`config.mk`:
```
export PLATFORM = sky130hd
export DESIGN_NAME = epoch_seconds_to_date_core
export DESIGN_NICKNAME = d
export VERILOG_FILES = /design/src/sv/epsd_pkg.sv /design/src/sv/epsd_ctrl.sv /design/src/sv/epsd_datapath.sv /design/src/sv/epoch_seconds_to_date_core.sv
export SDC_FILE = /design/constraint.sdc
export NUM_CORES = 1
export LEC_CHECK = 0
export BUFFER_PORTS_ARGS = -buffer_cell sky130_fd_sc_hd__buf_4
export CAP_MARGIN = 20
export CORE_UTILIZATION = 35
export DETAILED_ROUTE_END_ITERATION = 8
export GPL_ROUTABILITY_DRIVEN = 0
export PLACE_DENSITY_LB_ADDON = 0.15
export SLEW_MARGIN = 20
export SYNTH_ARGS = -nofsm -noshare
export SYNTH_HDL_FRONTEND = slang
export SYNTH_SLANG_ARGS = --single-unit
```
`constraint.sdc`:
```
create_clock -name clk_i -period 8 [get_ports clk_i]
set_clock_uncertainty 0.2 [all_clocks]
set_input_delay 0.8 -clock clk_i [delete_from_list [all_inputs] [get_ports clk_i]]
set_output_delay 0.8 -clock clk_i [all_outputs]
set_load 0.005 [all_outputs]
```
`src/sv/epsd_pkg.sv`:
```
// Shared types, constants and calendar helpers for the epoch-to-date converter.
// No dependencies; imported by the controller, the datapath and the top level.
package epsd_pkg;

  localparam int unsigned EpochW    = 32;
  localparam int unsigned OffsetW   = 17;
  localparam int unsigned SumW      = EpochW + 2;  // signed sum, no overflow
  localparam int unsigned TimeW     = EpochW + 1;  // saturated local time
  localparam int unsigned YearW     = 12;
  localparam int unsigned MonthW    = 4;
  localparam int unsigned DayW      = 5;
  localparam int unsigned HourW     = 5;
  localparam int unsigned MinuteW   = 6;
  localparam int unsigned DaysW     = 17;          // whole days since epoch
  localparam int unsigned SodW      = 17;          // seconds within the day
  localparam int unsigned MinOfDayW = 11;          // minutes within the day

  // Division by constants through reciprocal multiplication. Each divisor is
  // split into a power of two, taken by a shift, and an odd factor, taken by
  // multiplying with ceil(2^shift / factor); exact over the whole input range.
  // 86400 = 128 * 675, 3600 = 16 * 225, 60 = 4 * 15.
  localparam int unsigned DayNumW    = TimeW - 7;
  localparam int unsigned DayRecipW  = 27;
  localparam int unsigned DayShift   = 36;
  localparam int unsigned HourNumW   = SodW - 4;
  localparam int unsigned HourRecipW = 14;
  localparam int unsigned HourShift  = 21;
  localparam int unsigned MinNumW    = SodW - 2;
  localparam int unsigned MinRecipW  = 16;
  localparam int unsigned MinShift   = 19;

  localparam logic [DayRecipW-1:0]  DayRecip  = 27'd101806633;
  localparam logic [HourRecipW-1:0] HourRecip = 14'd9321;
  localparam logic [MinRecipW-1:0]  MinRecip  = 16'd34953;

  localparam int unsigned     DaySecsW   = 17;
  localparam logic [DaySecsW-1:0] SecsPerDay = 17'd86400;

  localparam logic [YearW-1:0]   EpochYear      = YearW'(1970);
  localparam logic [YearW-1:0]   CenturyNoLeap  = YearW'(2100);
  localparam logic [MonthW-1:0]  MonthJan       = MonthW'(1);
  localparam logic [MonthW-1:0]  MonthFeb       = MonthW'(2);
  localparam logic [MonthW-1:0]  MonthDec       = MonthW'(12);
  localparam logic [OffsetW-1:0] OffsetReset    = OffsetW'(28800);

  typedef struct packed {
    logic load;
    logic day_quo;
    logic day_rem;
    logic hour_split;
    logic min_split;
    logic year_step;
    logic month_step;
    logic publish;
  } cmd_t;

  typedef struct packed {
    logic year_fits;
    logic month_fits;
  } status_t;

  function automatic logic [8:0] month_days(input logic [MonthW-1:0] m, input logic leap);
    logic [8:0] len;
    case (m)
      MonthFeb:                  len = leap ? 9'd29 : 9'd28;
      4'd4, 4'd6, 4'd9, 4'd11:   len = 9'd30;
      default:                   len = 9'd31;
    endcase
    return len;
  endfunction

endpackage

```
`src/sv/epsd_ctrl.sv`:
```
// Sequencing state machine for the epoch-to-date converter.
// Depends on epsd_pkg; drives the datapath through cmd_t and reads status_t.
module epsd_ctrl (
  input  logic              clk_i,
  input  logic              rst_ni,
  input  logic              in_valid_i,
  output logic              in_ready_o,
  output logic              out_valid_o,
  input  logic              out_ready_i,
  input  epsd_pkg::status_t status_i,
  output epsd_pkg::cmd_t    cmd_o
);
  import epsd_pkg::*;

  typedef enum logic [7:0] {
    S_IDLE  = 8'b00000001,
    S_DAY   = 8'b00000010,
    S_REM   = 8'b00000100,
    S_HOUR  = 8'b00001000,
    S_MIN   = 8'b00010000,
    S_YEAR  = 8'b00100000,
    S_MONTH = 8'b01000000,
    S_DONE  = 8'b10000000
  } state_e;

  state_e             state_q, state_d;
  logic               oval_q, oval_d;
  logic               publish;

  assign in_ready_o  = (state_q == S_IDLE);
  assign out_valid_o = oval_q;
  assign publish     = (state_q == S_DONE) && (!oval_q || out_ready_i);

  always_comb begin
    state_d = state_q;
    case (state_q)
      S_IDLE: begin
        if (in_valid_i) state_d = S_DAY;
      end
      S_DAY: begin
        state_d = S_REM;
      end
      S_REM: begin
        state_d = S_HOUR;
      end
      S_HOUR: begin
        state_d = S_MIN;
      end
      S_MIN: begin
        state_d = S_YEAR;
      end
      S_YEAR: begin
        if (status_i.year_fits) state_d = S_MONTH;
      end
      S_MONTH: begin
        if (status_i.month_fits) state_d = S_DONE;
      end
      S_DONE: begin
        if (publish) state_d = S_IDLE;
      end
      default: state_d = S_IDLE;
    endcase
  end

  always_comb begin
    oval_d = oval_q;
    if (oval_q && out_ready_i) oval_d = 1'b0;
    if (publish)               oval_d = 1'b1;
  end

  always_comb begin
    cmd_o            = '0;
    cmd_o.load       = (state_q == S_IDLE) && in_valid_i;
    cmd_o.day_quo    = (state_q == S_DAY);
    cmd_o.day_rem    = (state_q == S_REM);
    cmd_o.hour_split = (state_q == S_HOUR);
    cmd_o.min_split  = (state_q == S_MIN);
    cmd_o.year_step  = (state_q == S_YEAR) && !status_i.year_fits;
    cmd_o.month_step = (state_q == S_MONTH) && !status_i.month_fits;
    cmd_o.publish    = publish;
  end

  always_ff @(posedge clk_i or negedge rst_ni) begin
    if (!rst_ni) begin
      state_q <= S_IDLE;
      oval_q  <= 1'b0;
    end else begin
      state_q <= state_d;
      oval_q  <= oval_d;
    end
  end

endmodule

```
`src/sv/epsd_datapath.sv`:
```
// Arithmetic for the epoch-to-date converter: offset register, reciprocal
// division by constants, year/month stepping and the result register. Uses epsd_pkg.
module epsd_datapath (
  input  logic                          clk_i,
  input  logic                          rst_ni,
  input  logic                          cfg_wen_i,
  input  logic [epsd_pkg::OffsetW-1:0]  cfg_wdata_i,
  input  logic [epsd_pkg::EpochW-1:0]   epoch_i,
  input  epsd_pkg::cmd_t                cmd_i,
  output epsd_pkg::status_t             status_o,
  output logic [epsd_pkg::YearW-1:0]    year_o,
  output logic [epsd_pkg::MonthW-1:0]   month_o,
  output logic [epsd_pkg::DayW-1:0]     day_o,
  output logic [epsd_pkg::HourW-1:0]    hour_o,
  output logic [epsd_pkg::MinuteW-1:0]  minute_o
);
  import epsd_pkg::*;

  logic [OffsetW-1:0]   offset_q;
  logic [TimeW-1:0]     rem_q;
  logic [DaysW-1:0]     days_q;
  logic [HourW-1:0]     hour_q;
  logic [MinOfDayW-1:0] mday_q;
  logic [MinuteW-1:0]   min_q;
  logic [YearW-1:0]     year_q;
  logic [MonthW-1:0]    month_q;

  logic [YearW-1:0]   year_out_q;
  logic [MonthW-1:0]  month_out_q;
  logic [DayW-1:0]    day_out_q;
  logic [HourW-1:0]   hour_out_q;
  logic [MinuteW-1:0] min_out_q;

  logic signed [SumW-1:0]            sum;
  logic [TimeW-1:0]                  local_t;
  logic [DayNumW+DayRecipW-1:0]      day_prod;
  logic [DaysW+DaySecsW-1:0]         day_secs;
  logic [HourNumW+HourRecipW-1:0]    hour_prod;
  logic [MinNumW+MinRecipW-1:0]      mday_prod;
  logic [MinOfDayW-1:0]              hour_mins;
  logic [MinOfDayW-1:0]              min_diff;
  logic                              leap;
  logic [8:0]                        ylen, mlen;

  always_ff @(posedge clk_i or negedge rst_ni) begin
    if (!rst_ni) begin
      offset_q <= OffsetReset;
    end else if (cfg_wen_i) begin
      offset_q <= cfg_wdata_i;
    end
  end

  // Clamp a negative local time to the epoch itself
  assign sum     = $signed({2'b00, epoch_i}) + $signed({{(SumW-OffsetW){offset_q[OffsetW-1]}},
                                                        offset_q});
  assign local_t = sum[SumW-1] ? '0 : sum[TimeW-1:0];

  // Whole days: drop the factor 128 by a shift, then divide by 675
  assign day_prod = rem_q[TimeW-1:7] * DayRecip;
  assign day_secs = days_q * SecsPerDay;

  // Hour and minute of day from the seconds left within the day
  assign hour_prod = rem_q[SodW-1:4] * HourRecip;
  assign mday_prod = rem_q[SodW-1:2] * MinRecip;

  // hour * 60 as (hour * 64) - (hour * 4)
  assign hour_mins = {hour_q, 6'b0} - {4'b0, hour_q, 2'b0};
  assign min_diff  = mday_q - hour_mins;

  // 2100 is the only century year in range that is not a leap year
  assign leap = (year_q[1:0] == 2'b00) && (year_q != CenturyNoLeap);
  assign ylen = leap ? 9'd366 : 9'd365;
  assign mlen = month_days(month_q, leap);

  assign status_o.year_fits  = (days_q < DaysW'(ylen));
  assign status_o.month_fits = (days_q < DaysW'(mlen)) || (month_q >= MonthDec);

  always_ff @(posedge clk_i) begin
    if (cmd_i.load) begin
      rem_q   <= local_t;
      year_q  <= EpochYear;
      month_q <= MonthJan;
    end else if (cmd_i.day_quo) begin
      days_q <= day_prod[DayShift +: DaysW];
    end else if (cmd_i.day_rem) begin
      rem_q <= rem_q - day_secs[TimeW-1:0];
    end else if (cmd_i.hour_split) begin
      hour_q <= hour_prod[HourShift +: HourW];
      mday_q <= mday_prod[MinShift +: MinOfDayW];
    end else if (cmd_i.min_split) begin
      min_q <= min_diff[MinuteW-1:0];
    end else if (cmd_i.year_step) begin
      days_q <= days_q - DaysW'(ylen);
      year_q <= year_q + 1'b1;
    end else if (cmd_i.month_step) begin
      days_q  <= days_q - DaysW'(mlen);
      month_q <= month_q + 1'b1;
    end
    if (cmd_i.publish) begin
      year_out_q  <= year_q;
      month_out_q <= month_q;
      day_out_q   <= days_q[DayW-1:0] + 1'b1;
      hour_out_q  <= hour_q;
      min_out_q   <= min_q;
    end
  end

  assign year_o   = year_out_q;
  assign month_o  = month_out_q;
  assign day_o    = day_out_q;
  assign hour_o   = hour_out_q;
  assign minute_o = min_out_q;

endmodule

```
`src/sv/epoch_seconds_to_date_core.sv`:
```
// Top level of the epoch-to-date converter: stream ports and configuration.
// Instantiates epsd_ctrl and epsd_datapath; uses epsd_pkg.
//
//   Channel   Direction  Payload (low bit up)                          Handshake
//   s_axis    in         tdata: epoch_seconds[31:0]                    tvalid/tready
//   m_axis    out        tdata: year[11:0] month[15:12] day[20:16]     tvalid/tready
//                               hour[25:21] minute[31:26]
//   cfg       in         cfg_wdata_i: zone_offset_seconds[16:0]        cfg_wen_i
//
// One timestamp is in work at a time. A beat is loaded, then passes through
// division by constants (day quotient, day remainder, hour and minute of day,
// minute within the hour), one step per whole year passed plus a final check,
// a step per month passed plus a final check, and a publish step that waits
// while the output register holds an untaken result. A finished result waits
// in the output register, so the next beat is taken while m_axis stalls; that
// next date then holds until the output register frees. Reset returns the
// offset to eight hours and clears all control state.
module epoch_seconds_to_date_core (
  input  logic                         clk_i,
  input  logic                         rst_ni,
  input  logic                         cfg_wen_i,
  input  logic [epsd_pkg::OffsetW-1:0] cfg_wdata_i,   // zone_offset_seconds
  input  logic                         s_axis_tvalid,
  output logic                         s_axis_tready,
  input  logic [31:0]                  s_axis_tdata,  // epoch_seconds
  output logic                         m_axis_tvalid,
  input  logic                         m_axis_tready,
  output logic [31:0]                  m_axis_tdata   // year, month, day, hour, minute
);
  import epsd_pkg::*;

  cmd_t               cmd;
  status_t            status;
  logic [YearW-1:0]   year;
  logic [MonthW-1:0]  month;
  logic [DayW-1:0]    day;
  logic [HourW-1:0]   hour;
  logic [MinuteW-1:0] minute;

  // Sequence load, division, year and month stepping, then hold the result
  epsd_ctrl u_ctrl (
    .clk_i       (clk_i),
    .rst_ni      (rst_ni),
    .in_valid_i  (s_axis_tvalid),
    .in_ready_o  (s_axis_tready),
    .out_valid_o (m_axis_tvalid),
    .out_ready_i (m_axis_tready),
    .status_i    (status),
    .cmd_o       (cmd)
  );

  epsd_datapath u_datapath (
    .clk_i       (clk_i),
    .rst_ni      (rst_ni),
    .cfg_wen_i   (cfg_wen_i),
    .cfg_wdata_i (cfg_wdata_i),
    .epoch_i     (s_axis_tdata),
    .cmd_i       (cmd),
    .status_o    (status),
    .year_o      (year),
    .month_o     (month),
    .day_o       (day),
    .hour_o      (hour),
    .minute_o    (minute)
  );

  // Pack the fields without gaps, year in the lowest bits
  assign m_axis_tdata = {minute, hour, day, month, year};

endmodule
```
=== Word-level counts from Yosys, hierarchy flattened ===
Cells that the tools add are included.

* Bits in registers: 141
* Bits in latches: 0
* RAM bits: 0
* ROM bits: 0
* Bits of input ports: 54
* Output and inout port bits: 34
* Logic and storage cells: 102
* Memories kept: 0

* Add/subtract/negate cells: 9
* $mul: 4
* Divide/modulo/power cells: 0
* $lt $le $gt $ge: 3
* Eq/ne operators: 22
* Shift operators: 0
* Muxes and demuxes: 20
* Bitwise gates (word level): 6
* Reductions and logical operators: 23

{| class="wikitable"
|+ Operators with widths
! operator !! count
|-
| $mux 33 || 4
|-
| $mux 17 || 6
|-
| $pmux 8 s8 || 1
|-
| $mul 26x27->53 const B || 1
|-
| $add 33x17->34 || 1
|-
| $lt 17x9->1 || 2
|-
| $sub 17x9->17 || 2
|-
| $sub 33x33->33 || 1
|-
| $mux 8 || 4
|-
| $mul 13x14->26 const B || 1
|-
| $mul 17x10->26 const B || 1
|-
| $mul 15x16->25 const B || 1
|-
| $pmux 9 s2 || 1
|-
| $reduce_and 5->1 || 3
|-
| $ne 2x1->1 const B || 7
|-
| $add 12x1->12 const B || 1
|-
| $ne 12x12->1 const B || 1
|-
| $eq 4x3->1 const B || 2
|-
| $eq 4x4->1 const B || 2
|-
| $eq 8x1->1 const B || 1
|-
| $eq 8x2->1 const B || 1
|-
| $eq 8x3->1 const B || 1
|-
| $eq 8x4->1 const B || 1
|-
| $eq 8x5->1 const B || 1
|-
| other kinds (23) || 40
|}

=== Depth between registers and ports, before layout ===
* Word-level depth: 14
* Depth in mapped cells: 28
* Mapped depth without buffers: 28

=== Cells and area by module ===
Synthesis repeated with hierarchy kept, for this count alone.

* Cell total of the unflattened synthesis: 2464
* Area total of the unflattened synthesis: 24827.6 µm²

{| class="wikitable"
|+ Modules (own cells, without submodules)
! module !! instances !! cells each !! area an instance (µm²) !! sequential area each (µm²)
|-
| epsd_datapath || 1 || 2403 || 24235.7 || 3663.5
|-
| epsd_ctrl || 1 || 61 || 591.8 || 226.5
|}

=== Least setup slack after synthesis ===
OpenSTA, ideal clock, no wires.

* Kind: reg-to-reg
* Start point: reg u_datapath.days_q[3]
* End point: reg u_datapath.rem_q[32], data pin
* Setup time: 0.256 ns
* Data arrival time: 6.003 ns
* Required time: 7.544 ns
* Slack: 1.542 ns
* Stages on the path, launching flop included: 24
* Path buffers: 0
* Period minus slack after synthesis: 6.458 ns
* Cell sequence: edfxtp_1 -> ha_1 -> fa_1 -> fa_1 -> ha_1 -> inv_1 -> fa_1 -> inv_1 -> ha_1 -> a2111oi_0 -> o21ai_0 -> o31ai_1 -> o21bai_1 -> a21oi_1 -> xor2_1 -> ha_1 -> nand3_1 -> nor2_1 -> and3_1 -> nor3b_1 -> a21o_1 -> mux2i_1 -> or3_1 -> a31o_2

* Longest elaborated chain between the ends: 5

{| class="wikitable"
|+ RTL lines
! element !! RTL line !! RTL
|-
| start: declaration || epsd_datapath.sv:21 || <nowiki>logic [DaysW-1:0] days_q;</nowiki>
|-
| start signal: assignment || epsd_datapath.sv:84 || <nowiki>days_q <= day_prod[DayShift +: DaysW];</nowiki>
|-
| start signal: assignment || epsd_datapath.sv:93 || <nowiki>days_q <= days_q - DaysW'(ylen);</nowiki>
|-
| start signal: assignment || epsd_datapath.sv:96 || <nowiki>days_q <= days_q - DaysW'(mlen);</nowiki>
|-
| $mul 17x10->26 || epsd_datapath.sv:60 || <nowiki>assign day_secs = days_q * SecsPerDay;</nowiki>
|-
| $sub 33x33->33 || epsd_datapath.sv:86 || <nowiki>rem_q <= rem_q - day_secs[TimeW-1:0];</nowiki>
|-
| $mux 33 || epsd_datapath.sv:85 || <nowiki>end else if (cmd_i.day_rem) begin</nowiki>
|-
| $mux 33 || epsd_datapath.sv:83 || <nowiki>end else if (cmd_i.day_quo) begin</nowiki>
|-
| $mux 33 || epsd_datapath.sv:79 || <nowiki>if (cmd_i.load) begin</nowiki>
|-
| end signal: assignment || epsd_datapath.sv:80 || <nowiki>rem_q <= local_t;</nowiki>
|-
| end signal: assignment || epsd_datapath.sv:86 ||
|-
| end: declaration || epsd_datapath.sv:20 || <nowiki>logic [TimeW-1:0] rem_q;</nowiki>
|}

No other way between the ends. The select of a mux whose other input is x is not followed.
A chain may end at the register's enable or synchronous reset.

=== Worst setup path in the final report ===
* Start point: reg u_datapath.days_q[4]
* End point: reg u_datapath.rem_q[32], data pin

The elaborated chain is that of the path after synthesis.

==> flow_metrics.py <==
metrics = {
    "logic_synthesis": {
        "synthXorXnorAreaFrac_pct": 4.798,
        "syn_inst": 2455,
        "ys_seq_elements": 139,
        "synth.area.top_cells": "ha_1, fa_1, edfxtp_1",
        "async_reset_ff_share_pct": 18.71,
        "yosys_most_used_dff": "edfxtp_1",
        "ys_warn_count": 0,
        "synth_nets": 3376,
        "synth_top_area_cell": "ha_1",
        "avgSynthCellArea_um2": 10.04,
        "synth-adder-area-share_pct": 52.37,
        "synth_mux_area_share_pct": 1.391,
        "synth_seq_area_share_pct": 15.79,
        "synth_top_family_by_area": "adder cells",
        "yosysUniqueCellTypes": 73,
        "syn_area_um2": 24640,
        "synth_common_cells": "ha_1, inv_1, fa_1, a21oi_1, edfxtp_1",
        "yosysTopAreaCellShare_pct": 30.11,
        "synth_edf_count": 97,
        "yosys.area_share.simple_pct": 6.992,
        "yosys.cell_count.top_type": "ha_1",
        "synth_compound_area_share_pct": 10.07,
    },
    "cts": {
        "cts_max_level": 4,
        "clk_latency_ns": 0.47,
        "cts_resized": 0,
        "clock_path_buffers": 2,
        "cts_setup_buffers": 0,
        "cts_buffers": 17,
        "cts_hold_buf": 0,
        "cts_tree": "yes",
        "numClockSinks": 139,
        "path_clk_slew_ns": 0.08,
        "cts-root-buf": "clkbuf_16",
    },
    "sta": {
        "finalHoldViolations": 0,
        "worst_pin_slew_ns": 1.019,
        "period_share_pct": 93.80,
        "fin_crit_ns": 7.504,
        "relSlewSlack_pct": 31.92,
        "setup_viol": 0,
        "rsz0062_at_grt": "no",
        "fmax_mhz": 133.3,
        "setup_tns_ns": 0,
        "drv_slew": 0,
    },
    "die": {
        "core_region_area_um2": 69190,
        "row_count": 96,
        "start_util_pct": 35.62,
        "top_level_ports": 88,
        "die_x_um": 267.3,
        "dieArea_um2": 71470,
        "die_h_um": 267.3,
    },
    "setup_path": {
        "cp_cell_sequence": "ha_1 -> fa_1 -> fa_1 -> ha_1 -> inv_1 -> fa_1 -> inv_1 -> ha_1 -> a2111oi_0 -> o21ai_0 -> o31ai_1 -> o21bai_1 -> a21oi_1 -> xor2_1 -> ha_1 -> nand3_1 -> nor2_1 -> and3_1 -> nor3b_1 -> a21o_1 -> mux2i_1 -> or3_1 -> a31o_2",
        "crit_slowest_cell": "edfxtp_1",
        "rr_startpoint": "u_datapath.days_q[4]$_DFFE_PP_",
        "rrSetupSlack_ns": 0.50,
        "path_class": "reg -> reg",
        "reg2reg_depth": 23,
        "required_ns": 8.03,
        "arrival_ns": 7.53,
        "critPathMaxFanout": 12,
        "crit_path_max_incr_delay_ns": 0.83,
        "path_common_cell": "ha_1",
        "cp-start-kind": "flip-flop",
        "endpoint_kind": "flip-flop",
        "rr_endpoint": "u_datapath.rem_q[32]$_DFFE_PP_",
    },
    "global_routing": {
        "grt_overflow": 0,
        "antenna_found_initial": 1,
        "grt_pass1_vias": 18420,
        "grt_pass1_wl_um": 103800,
        "grt_usage_pct": 19.33,
        "grt_max_degree": 38,
    },
    "run_status": {
        "outcome": "finished clean",
    },
    "routing": {
        "route.antenna.remaining_nets": 0,
        "drt-pass1-iter-count": 7,
        "drc": 0,
        "postRouteWirelength_um": 66930,
        "wl_per_cell_um": 19.07,
        "drt_iter0_drc": 998,
        "viasPerCell": 4.956,
        "vias": 17390,
    },
    "run": {
        "cap_violations": 0,
    },
    "final_layout": {
        "ff_latch_area_um2": 3890,
        "nFillCells": 6977,
        "multi_input_area_um2": 18660,
        "drive_gt1_share_pct": 7.373,
        "final_nets": 3485,
        "area_delta_synth_final_pct": 10.26,
    },
    "hold_path": {
        "min_path_type": "in -> async",
    },
    "place": {
        "dpl.hpwl_um": 57400,
        "io_buffer_count": 87,
    },
}
[cell type report]
cell class | instances | area share (%)
clock buffer | 17 | 1.566
sequential | 139 | 14.32
tap | 931 | 4.287
inverter | 544 | 7.516
timing repair buffer | 108 | 2.984
antenna | 1 | 0.009210
multi-input combinational | 1754 | 68.68
clock inverter | 15 | 0.6401
[layer usage]
layer  GRT usage [%]  vias up  wire length, µm
li1                -     8494                -
met1           25.62     8536            31300
met2           32.02      288            31460
met3           2.749       73             2164
met4           6.741        0             2010
met5               0        -                0
[sequential cells by signal, summed over array words and instances, names as in the netlist, 4 cells and up]
signal,cells
u_ctrl.state_q,8
u_datapath.day_o,5
u_datapath.days_q,17
u_datapath.hour_o,5
u_datapath.hour_q,5
u_datapath.mday_q,6
u_datapath.min_q,6
u_datapath.minute_o,6
u_datapath.month_o,4
u_datapath.month_q,4
u_datapath.offset_q,17
u_datapath.rem_q,31
u_datapath.year_o,12
u_datapath.year_q,12
[critical path, delay by kind of cell (launching register included)]
family	cells	cell delay, ns
xor gates and xnor gates	1	0.31
muxes	1	0.10
DFF	1	0.83
buffers and inverters	2	0.10
AOI/OAI and AO/OA	7	1.81
and+or+nand+nor	5	1.17
adders and majority gates	7	2.73
[how the worst max path moves through the flow]
stage	from	to	cells past startpoint
after CTS	u_datapath.days_q[5]$_DFFE_PP_	u_datapath.rem_q[32]$_DFFE_PP_	23
after detailed placement	u_datapath.days_q[5]$_DFFE_PP_	u_datapath.rem_q[32]$_DFFE_PP_	23
after global routing	u_datapath.days_q[4]$_DFFE_PP_	u_datapath.rem_q[32]$_DFFE_PP_	23
after global placement	u_datapath.days_q[4]$_DFFE_PP_	u_datapath.rem_q[32]$_DFFE_PP_	23
after floorplan	u_datapath.days_q[3]$_DFFE_PP_	u_datapath.rem_q[32]$_DFFE_PP_	23
final	u_datapath.days_q[4]$_DFFE_PP_	u_datapath.rem_q[32]$_DFFE_PP_	23
[cells in the final DEF (no fill, tap or decap), types with 6 or more instances in the layout]
cell type | netlist | routed
nor2_1 | 71 | 70
xnor2_1 | 81 | 81
nor3_1 | 22 | 22
and3_1 | 16 | 16
and2_1 | 6 | 6
inv_8 | 0 | 7
a21o_1 | 55 | 55
xor2_1 | 54 | 54
o22ai_1 | 23 | 23
ha_1 | 593 | 593
o211ai_1 | 9 | 9
inv_1 | 544 | 544
dfrtp_1 | 21 | 21
o21ai_0 | 69 | 69
nand2b_1 | 13 | 13
nand2_1 | 83 | 82
clkbuf_16 | 0 | 17
nand4_1 | 19 | 19
nor3b_1 | 10 | 9
nand3_1 | 34 | 34
o21bai_1 | 15 | 15
o21a_1 | 9 | 9
mux2i_1 | 14 | 13
mux2_2 | 18 | 18
a211oi_1 | 12 | 12
a21oi_1 | 108 | 108
nor2b_1 | 21 | 21
a31oi_1 | 16 | 16
edfxtp_1 | 97 | 97
fa_1 | 274 | 274
dfxtp_1 | 16 | 16
or3_1 | 18 | 18
buf_4 | 0 | 108
[per-stage QoR]
step	setup WS [ns]	instances	area (µm²)	hold WS, ns	utilization (%)
5_1_grt	0.08177	3508	27170	0.04322	39.27
3_5_place_dp	0.5418	3476	26560	0.2056	38.39
6_report	0.4958	3509	27170	0.04209	39.27
2_1_floorplan	1.542	2455	24640	0.2003	-
4_1_cts	0.5022	3508	27160	0.02476	39.26
3_3_place_gp	0.5537	3476	26560	0.2007	38.39
[kinds of logic (layout without fill, tap and decap cells)]
kind of cell / count (synthesis) / after routing
other cells: 0 / 1
simple gates: 339 / 339
fa+ha+maj: 867 / 867
flops: 139 / 139
buf+inv: 562 / 684
compound gates: 381 / 381
mux: 32 / 32
xor+xnor: 135 / 135
Power is not shown: default switching activity piles up to over one toggle a cycle in this logic, so the estimate is an artifact.
